File: src/hdl/cts_pkg.sv
// Shared constants and tables for the cosine Taylor series core.
package cts_pkg;

    // Series limits and output format
    localparam int MAX_TERMS        = 32;
    localparam int RESULT_FRAC_BITS = 30;

    // Field widths
    localparam int ANGLE_W   = 32;
    localparam int COS_W     = 32;
    localparam int RED_W     = 19;
    localparam int TERMS_W   = 6;
    localparam int PREC_W    = 4;

    // Internal datapath widths
    localparam int MAG_W     = 48;   // term magnitude, 32 fraction bits
    localparam int SUM_W     = 48;   // signed running sum, 32 fraction bits
    localparam int CNT_W     = $clog2(MAX_TERMS + 1);
    localparam int IDX_W     = $clog2(MAX_TERMS);

    // Truncated 2*pi in Q16.16 and the range reduction schedule
    localparam logic [RED_W-1:0] TWO_PI_Q16 = 19'd411774;
    localparam int RED_STEPS = 14;   // 411774 << 13 is the largest power-of-two multiple below 2^32
    localparam int RED_CNT_W = $clog2(RED_STEPS);

    // Precision register
    localparam logic [PREC_W-1:0] PREC_RESET = 4'd6;
    localparam logic [PREC_W-1:0] PREC_MAX   = 4'd9;

    // Stopping thresholds round(2^32 * 10^-k)
    localparam logic [32:0] THRESH [0:9] = '{
        33'd4294967296, 33'd429496730, 33'd42949673, 33'd4294967, 33'd429497,
        33'd42950,      33'd4295,      33'd429,      33'd43,       33'd4
    };

    // Reciprocals round(2^32 / ((2n+1)(2n+2))) in Q0.32
    localparam logic [31:0] RECIP [0:MAX_TERMS-1] = '{
        32'd2147483648, 32'd357913941, 32'd143165577, 32'd76695845,
        32'd47721859,   32'd32537631,  32'd23598721,  32'd17895697,
        32'd14035841,   32'd11302546,  32'd9296466,   32'd7780738,
        32'd6607642,    32'd5681174,   32'd4936744,   32'd4329604,
        32'd3827957,    32'd3408704,   32'd3054742,   32'd2753184,
        32'd2494174,    32'd2270067,   32'd2074863,   32'd1903798,
        32'd1753048,    32'd1619520,   32'd1500687,   32'd1394470,
        32'd1299143,    32'd1213268,   32'd1135634,   32'd1065220
    };

endpackage

File: src/hdl/cosine_taylor_series_core.sv
// Cosine by Taylor series with range reduction, one shared 32x32 multiplier.
//
// Usage: pulse start while busy is low to hand over one angle (signed Q16.16).
// The angle is reduced modulo the truncated 2*pi by compare/subtract steps on
// shifted multiples of it and a wrap step. Each series term then takes three
// multiplications (by x, by x, by the reciprocal table entry), each done as two
// 32x32 partial products on the single shared multiplier plus a step to combine
// them, and a step to update the sum. busy stays high from the accepting edge
// through the final step. The result shows in the next cycle, and the next item
// can be accepted at the edge that ends that cycle. At most 16 terms are needed
// for any reduced angle, even at nine digits. With the zero precision setting,
// busy is high for one cycle and the result follows in the next.
// The result shows on the o_ ports for exactly one cycle with o_valid high;
// the receiver cannot stall it, so it must take it in that cycle.
// Write the precision register only while busy is low.
module cosine_taylor_series_core (
    input  logic                                   i_clk,
    input  logic                                   i_rst_n,
    input  logic                                   start,
    output logic                                   busy,
    input  logic signed [cts_pkg::ANGLE_W-1:0]     i_angle,
    input  logic                                   i_cfg_we,
    input  logic        [cts_pkg::PREC_W-1:0]      i_cfg_wdata,
    output logic                                   o_valid,
    output logic signed [cts_pkg::COS_W-1:0]       o_cosine,
    output logic        [cts_pkg::RED_W-1:0]       o_reduced_angle,
    output logic        [cts_pkg::TERMS_W-1:0]     o_terms_used,
    output logic                                   o_precision_error
);

    // Sequencer states
    localparam logic [2:0] S_IDLE   = 3'd0;
    localparam logic [2:0] S_REDUCE = 3'd1;
    localparam logic [2:0] S_FIXUP  = 3'd2;
    localparam logic [2:0] S_MUL    = 3'd3;
    localparam logic [2:0] S_ADD    = 3'd4;
    localparam logic [2:0] S_FINAL  = 3'd5;

    // Multiply operations within one term
    localparam logic [1:0] OP_X1    = 2'd0;
    localparam logic [1:0] OP_X2    = 2'd1;
    localparam logic [1:0] OP_RECIP = 2'd2;

    // Partial product phases
    localparam logic [1:0] PH_LO    = 2'd0;
    localparam logic [1:0] PH_HI    = 2'd1;
    localparam logic [1:0] PH_SUM   = 2'd2;

    localparam int COS_W_L = cts_pkg::COS_W;

    // Output format conversion
    localparam int  SH_DN = (cts_pkg::RESULT_FRAC_BITS <= 32) ?
                            32 - cts_pkg::RESULT_FRAC_BITS : 0;
    localparam int  SH_UP = (cts_pkg::RESULT_FRAC_BITS > 60) ? 28 :
                            (cts_pkg::RESULT_FRAC_BITS > 32) ?
                            cts_pkg::RESULT_FRAC_BITS - 32 : 0;
    localparam logic signed [63:0] ROUND = (SH_DN == 0) ? 64'sd0 :
                                           64'sd1 <<< (SH_DN - 1);
    localparam logic signed [63:0] CLAMP = 64'sd1 <<< 33;
    localparam logic signed [63:0] SAT_HI = 64'sd2147483647;
    localparam logic signed [63:0] SAT_LO = -64'sd2147483648;

    logic [2:0]                         r_state, n_state;
    logic [cts_pkg::PREC_W-1:0]         r_precision;
    logic [31:0]                        r_thresh, n_thresh;
    logic                               r_err, n_err;
    logic [31:0]                        r_rem, n_rem;
    logic                               r_ang_neg, n_ang_neg;
    logic [cts_pkg::RED_CNT_W-1:0]      r_cnt, n_cnt;
    logic [cts_pkg::RED_W-1:0]          r_x, n_x;
    logic [cts_pkg::MAG_W-1:0]          r_mag, n_mag;
    logic signed [cts_pkg::SUM_W-1:0]   r_sum, n_sum;
    logic                               r_neg, n_neg;
    logic [cts_pkg::CNT_W-1:0]          r_terms, n_terms;
    logic [1:0]                         r_op, n_op;
    logic [1:0]                         r_phase, n_phase;
    logic [63:0]                        r_prod, n_prod;
    logic [63:0]                        r_lo, n_lo;

    logic [cts_pkg::PREC_W-1:0]         prec_k;
    logic [31:0]                        red_sub;
    logic [31:0]                        mul_a, mul_b;
    logic [63:0]                        mul_p;
    logic [79:0]                        comb_p;
    logic signed [63:0]                 res_wide, res_clamp;
    logic signed [COS_W_L-1:0]          res_sat;

    // Precision register
    always_ff @(posedge i_clk) begin
        if (!i_rst_n) begin
            r_precision <= cts_pkg::PREC_RESET;
        end else if (i_cfg_we) begin
            r_precision <= i_cfg_wdata;
        end
    end

    assign prec_k = (r_precision > cts_pkg::PREC_MAX) ? cts_pkg::PREC_MAX : r_precision;
    assign busy   = (r_state != S_IDLE);

    // Shared compare/subtract step of the range reduction
    assign red_sub = 32'(cts_pkg::TWO_PI_Q16) << r_cnt;

    // Shared multiplier: low or high half of the magnitude by x or a reciprocal
    assign mul_a  = (r_phase == PH_LO) ? r_mag[31:0] : 32'(r_mag[cts_pkg::MAG_W-1:32]);
    assign mul_b  = (r_op == OP_RECIP) ? cts_pkg::RECIP[r_terms[cts_pkg::IDX_W-1:0]]
                                       : 32'(r_x);
    assign mul_p  = 64'(mul_a) * 64'(mul_b);
    assign comb_p = 80'(r_lo) + {r_prod[cts_pkg::MAG_W-1:0], 32'd0};

    // Sum to output format: round half up going down, shift going up, saturate
    always_comb begin
        res_clamp = 64'(r_sum);
        if (cts_pkg::RESULT_FRAC_BITS <= 32) begin
            res_wide = (64'(r_sum) + ROUND) >>> SH_DN;
        end else begin
            if (res_clamp > CLAMP) begin
                res_clamp = CLAMP;
            end
            if (res_clamp < -CLAMP) begin
                res_clamp = -CLAMP;
            end
            res_wide = res_clamp <<< SH_UP;
        end
        if (res_wide > SAT_HI) begin
            res_sat = COS_W_L'(SAT_HI);
        end else if (res_wide < SAT_LO) begin
            res_sat = COS_W_L'(SAT_LO);
        end else begin
            res_sat = COS_W_L'(res_wide);
        end
    end

    // Sequencer
    always_comb begin
        n_state   = r_state;
        n_thresh  = r_thresh;
        n_err     = r_err;
        n_rem     = r_rem;
        n_ang_neg = r_ang_neg;
        n_cnt     = r_cnt;
        n_x       = r_x;
        n_mag     = r_mag;
        n_sum     = r_sum;
        n_neg     = r_neg;
        n_terms   = r_terms;
        n_op      = r_op;
        n_phase   = r_phase;
        n_prod    = r_prod;
        n_lo      = r_lo;
        case (r_state)
            S_IDLE: begin
                if (start) begin
                    n_thresh  = 32'(cts_pkg::THRESH[prec_k]);
                    n_ang_neg = i_angle[cts_pkg::ANGLE_W-1];
                    n_rem     = i_angle[cts_pkg::ANGLE_W-1] ? 32'(-i_angle) : 32'(i_angle);
                    n_cnt     = cts_pkg::RED_CNT_W'(cts_pkg::RED_STEPS - 1);
                    if (r_precision == '0) begin
                        n_err   = 1'b1;
                        n_state = S_FINAL;
                    end else begin
                        n_err   = 1'b0;
                        n_state = S_REDUCE;
                    end
                end
            end
            S_REDUCE: begin
                if (r_rem >= red_sub) begin
                    n_rem = r_rem - red_sub;
                end
                if (r_cnt == '0) begin
                    n_state = S_FIXUP;
                end else begin
                    n_cnt = r_cnt - 1'b1;
                end
            end
            S_FIXUP: begin
                // Truncating remainder of a negative angle wraps to the positive side
                if (r_ang_neg && (r_rem != '0)) begin
                    n_x = cts_pkg::TWO_PI_Q16 - r_rem[cts_pkg::RED_W-1:0];
                end else begin
                    n_x = r_rem[cts_pkg::RED_W-1:0];
                end
                n_mag   = cts_pkg::MAG_W'(64'd1 << 32);
                n_sum   = cts_pkg::SUM_W'(64'd1 << 32);
                n_neg   = 1'b0;
                n_terms = '0;
                n_op    = OP_X1;
                n_phase = PH_LO;
                n_state = S_MUL;
            end
            S_MUL: begin
                case (r_phase)
                    PH_LO: begin
                        n_prod  = mul_p;
                        n_phase = PH_HI;
                    end
                    PH_HI: begin
                        n_lo    = r_prod;
                        n_prod  = mul_p;
                        n_phase = PH_SUM;
                    end
                    default: begin
                        n_phase = PH_LO;
                        if (r_op == OP_RECIP) begin
                            n_mag   = comb_p[cts_pkg::MAG_W+31:32];
                            n_op    = OP_X1;
                            n_state = S_ADD;
                        end else begin
                            n_mag = comb_p[cts_pkg::MAG_W+15:16];
                            n_op  = (r_op == OP_X1) ? OP_X2 : OP_RECIP;
                        end
                    end
                endcase
            end
            S_ADD: begin
                n_neg   = !r_neg;
                n_terms = r_terms + 1'b1;
                if (!r_neg) begin
                    n_sum = r_sum - $signed(cts_pkg::SUM_W'(r_mag));
                end else begin
                    n_sum = r_sum + $signed(cts_pkg::SUM_W'(r_mag));
                end
                if ((r_mag > cts_pkg::MAG_W'(r_thresh)) &&
                    (n_terms < cts_pkg::CNT_W'(cts_pkg::MAX_TERMS))) begin
                    n_state = S_MUL;
                end else begin
                    n_state = S_FINAL;
                end
            end
            S_FINAL: begin
                n_state = S_IDLE;
            end
            default: begin
                n_state = S_IDLE;
            end
        endcase
    end

    // Control registers
    always_ff @(posedge i_clk) begin
        if (!i_rst_n) begin
            r_state <= S_IDLE;
            o_valid <= 1'b0;
        end else begin
            r_state <= n_state;
            o_valid <= (r_state == S_FINAL);
        end
    end

    // Datapath registers
    always_ff @(posedge i_clk) begin
        r_thresh  <= n_thresh;
        r_err     <= n_err;
        r_rem     <= n_rem;
        r_ang_neg <= n_ang_neg;
        r_cnt     <= n_cnt;
        r_x       <= n_x;
        r_mag     <= n_mag;
        r_sum     <= n_sum;
        r_neg     <= n_neg;
        r_terms   <= n_terms;
        r_op      <= n_op;
        r_phase   <= n_phase;
        r_prod    <= n_prod;
        r_lo      <= n_lo;
    end

    // Result registers, shown for one cycle with o_valid
    always_ff @(posedge i_clk) begin
        if (r_state == S_FINAL) begin
            if (r_err) begin
                o_cosine          <= '0;
                o_reduced_angle   <= '0;
                o_terms_used      <= '0;
                o_precision_error <= 1'b1;
            end else begin
                o_cosine          <= res_sat;
                o_reduced_angle   <= r_x;
                o_terms_used      <= cts_pkg::TERMS_W'(r_terms);
                o_precision_error <= 1'b0;
            end
        end
    end

endmodule
File: config.mk
export PLATFORM = sky130hd
export DESIGN_NAME = cosine_taylor_series_core
export DESIGN_NICKNAME = d
export VERILOG_FILES = /design/src/hdl/cts_pkg.sv /design/src/hdl/cosine_taylor_series_core.sv
export SDC_FILE = /design/constraint.sdc
export NUM_CORES = 2
export LEC_CHECK = 0
export BUFFER_PORTS_ARGS = -buffer_cell sky130_fd_sc_hd__buf_2
export CAP_MARGIN = 20
export CORE_UTILIZATION = 60
export CTS_BUF_LIST = sky130_fd_sc_hd__clkbuf_8
export DETAILED_ROUTE_END_ITERATION = 16
export PLACE_DENSITY = 0.75
export SLEW_MARGIN = 10
export SYNTH_ARGS = -nofsm -noshare
export SYNTH_HDL_FRONTEND = slang
export SYNTH_SLANG_ARGS = --single-unit
export TNS_END_PERCENT = 10
File: constraint.sdc
create_clock -name i_clk -period 23.1 [get_ports i_clk]
set_input_delay 0 -clock i_clk [delete_from_list [all_inputs] [get_ports i_clk]]
set_output_delay 0 -clock i_clk [all_outputs]
set_load 0.02 [all_outputs]
==> impl_metrics.tcl <==
set metrics [dict create \
    maxCapViolations 0 \
    dr_total_vias 45930 \
    cts_tree "done" \
    synth-seq-cells 362 \
    path_clk_slew_ps 60 \
    hold_violations 0 \
    rrSetupSlack_ps 12080 \
    syn_inst 6161 \
    antenna_left 0 \
    start_util_pct 60.65 \
    path_class "reg -> reg" \
    grt_pass1_wl_um 274800 \
    die_w_um 306.4 \
    cts_resized 0 \
    drt-initial-drc-count 4920 \
    r2r-start "r_terms[0]" \
    slowest_stage "o31a_1" \
    yosys.area_share.xor_xnor_pct 4.504 \
    io_buffers 99 \
    gp_congestion 1.015 \
    slew_headroom_pct 14.63 \
    cp_data_arrival_time_ps 11440 \
    use_met3_pct 10.82 \
    area_growth_pct 6.728 \
    cp_max_fo 22 \
    seq_area_frac_synth_pct 19.41 \
    cp-start-kind "flip-flop" \
    grt_overflow 0 \
    h-tree-depth 3 \
    r2r-end "r_prod[57]" \
    min_period_ps 11020 \
    wl_per_cell_um 24.28 \
    die_y_um 306.4 \
    syn_area_sq_um 55590 \
    cp-startpoint "r_terms[0]" \
    drtPass1Iterations 8 \
    die-area_sq_um 93870 \
    layout_common_cells "967 x inv_1, 837 x fa_1, 827 x nor2_1" \
    drc 0 \
    final_layout_size_suffix_gt1_share_pct 6.350 \
    final_common_cell "inv_1" \
    slew_violations 0 \
    cts_root_buffer "clkbuf_8" \
    outcome "finished clean" \
    synth-simple-area-share_pct 16.12 \
    clk_path_buf_depth 3 \
    cpPeakStageDelay_ps 990 \
    worstSetupEndpoint "r_prod[57]" \
    worstMarginPinSlew_ps 1281 \
    synth_fp_nets 7492 \
    antenna_found_initial 3 \
    synthArstFlopShare_pct 0 \
    finalNetCount 7517 \
    ys_types 103 \
    post-cts-setup-buffers 0 \
    vias_per_cell 6.184 \
    endpoint_kind "flip-flop" \
    max_freq_ghz 0.09073 \
    busiest_layer "met2" \
    synth_compound_area_share_pct 10.18 \
    clock-sinks 362 \
    worst_path_most_repeated_cell "fa_1" \
    yosys_warnings 0 \
    rows 111 \
    grt_use_met2_pct 58.60 \
    synth_edf_count 354 \
    clock_skew_ps 59.61 \
    avgSynthCellArea_sq_um 9.023 \
    synth_top_family_by_area "adder cells" \
    final-setup-viol-count 0 \
    reg2reg_depth 28 \
    coreArea_sq_um 91660 \
    cp_data_required_time_ps 23510 \
    dp_hpwl_um 137500 \
    wl_um 180400 \
    grt_use_met1_pct 51.06 \
    fill_cells 7519 \
    grtUsageTotal_pct 39.06 \
    cts-buffers-inserted 66 \
    clk_latency_ps 720 \
    fin_crit_sh_pct 47.72 \
    yosys.area_share.adder_pct 40.36 \
    ioPinCount 100 \
    synthMuxAreaShare_pct 1.038 \
    first_global_vias 46200 \
    rsz0062_at_grt "no" \
    ys.flop_type "edfxtp_1" \
    hold_path.class "in -> reg" \
    setup_tns_ps 0 \
    grt_max_degree 65 \
]
## worst max-delay path, delay by kind of cell (launching register included)
kind,cells,cell delay [ps]
adders and majority gates,10,5180
buffers and inverters,5,550
and+or+nand+nor,3,740
AOI/OAI and AO/OA,9,3250
DFF,1,870
xor gates and xnor gates,1,90
## flip-flops by register name, summed over array words and instances, names as in the netlist, 6 cells and up
signal,flops
o_reduced_angle,19
o_cosine,32
r_terms,6
r_thresh,20
r_sum,48
r_mag,48
r_lo,48
o_terms_used,6
r_prod,64
r_rem,32
r_x,19
## layout make-up
cell class                 instances  area [sq um]  share of cell area [%]
antenna                            5         12.51                 0.02109
timing repair buffer             242          1764                   2.974
sequential                       362         10790                   18.19
inverter                         953          3577                   6.029
clock inverter                    46         311.5                  0.5251
clock buffer                      72         991.0                   1.670
multi-input combinational       4561         40400                   68.09
tap                             1186          1484                   2.501
## per-layer routing
metal	routed length [um]	share of wire [%]	vias to the layer above
met5	13	0.0072	-
met1	68180	38	22420
met4	12370	6.9	2
met2	77570	43	2875
li1	-	-	19950
met3	22230	12	681
## cells by family after synthesis
family                   after synthesis
buffers and inverters               1238
multiplexers                          54
AO/OA/AOI/OAI                        900
AND/OR/NAND/NOR                     2031
adder cells (fa/ha/maj)             1291
XOR/XNOR                             285
flip-flops                           362
## synthesized netlist by cell type (28+ instances only)
cell type	count	area (sq um)
edfxtp_1	354	10630
and2_1	49	306.5
a21oi_1	286	1431
nor3_1	59	295.3
nor4_1	28	175.2
and3_1	46	287.8
inv_1	950	3566
nand2b_1	59	369.1
o21ai_0	160	800.8
clkbuf_1	259	972.2
a31oi_1	38	237.7
ha_1	454	5680
nand3_1	77	385.4
o21ai_1	54	270.3
nand2_1	671	2519
fa_1	837	16760
nand4_1	54	337.8
a21o_1	109	818.3
mux2i_1	34	340.3
xnor2_1	131	1147
nor2_1	832	3123
nor2b_1	57	356.6
xor2_1	153	1340
## through the flow
step                      worst slack, ps  cell area [sq um]  hold WS (ps)  utilization (%)  cells
after global routing                11620              59320         55.02            64.72   7424
after CTS                           12200              59270         8.598            64.66   7419
final                               12080              59330         97.45            64.73   7427
after floorplan                     13750              55590         61.94                -   6161
after global placement              12340              57320         207.2            62.53   7238
after detailed placement            12270              57350         206.6            62.57   7240
## how the worst min path moves through the flow
stage,from,cells after the start,slack (ps),endpoint
after floorplan,i_rst_n,1,60,r_precision[1]
after global placement,i_rst_n,2,210,r_precision[1]
after detailed placement,i_rst_n,2,210,r_precision[1]
after CTS,i_rst_n,3,9,o_valid
after global routing,i_rst_n,3,60,o_valid
final,i_rst_n,3,100,o_valid
## what timing repair did
| action | in CTS | in global routing |
|---|---|---|
| hold buffers | 61 | 0 |
| endpoints found under the setup margin | 0 | 0 |
| hold endpoints to repair | 68 | 0 |
Power is left out: the tool's default activity adds up to more than one toggle a clock period on the data nets, which glitch-free logic cannot reach.
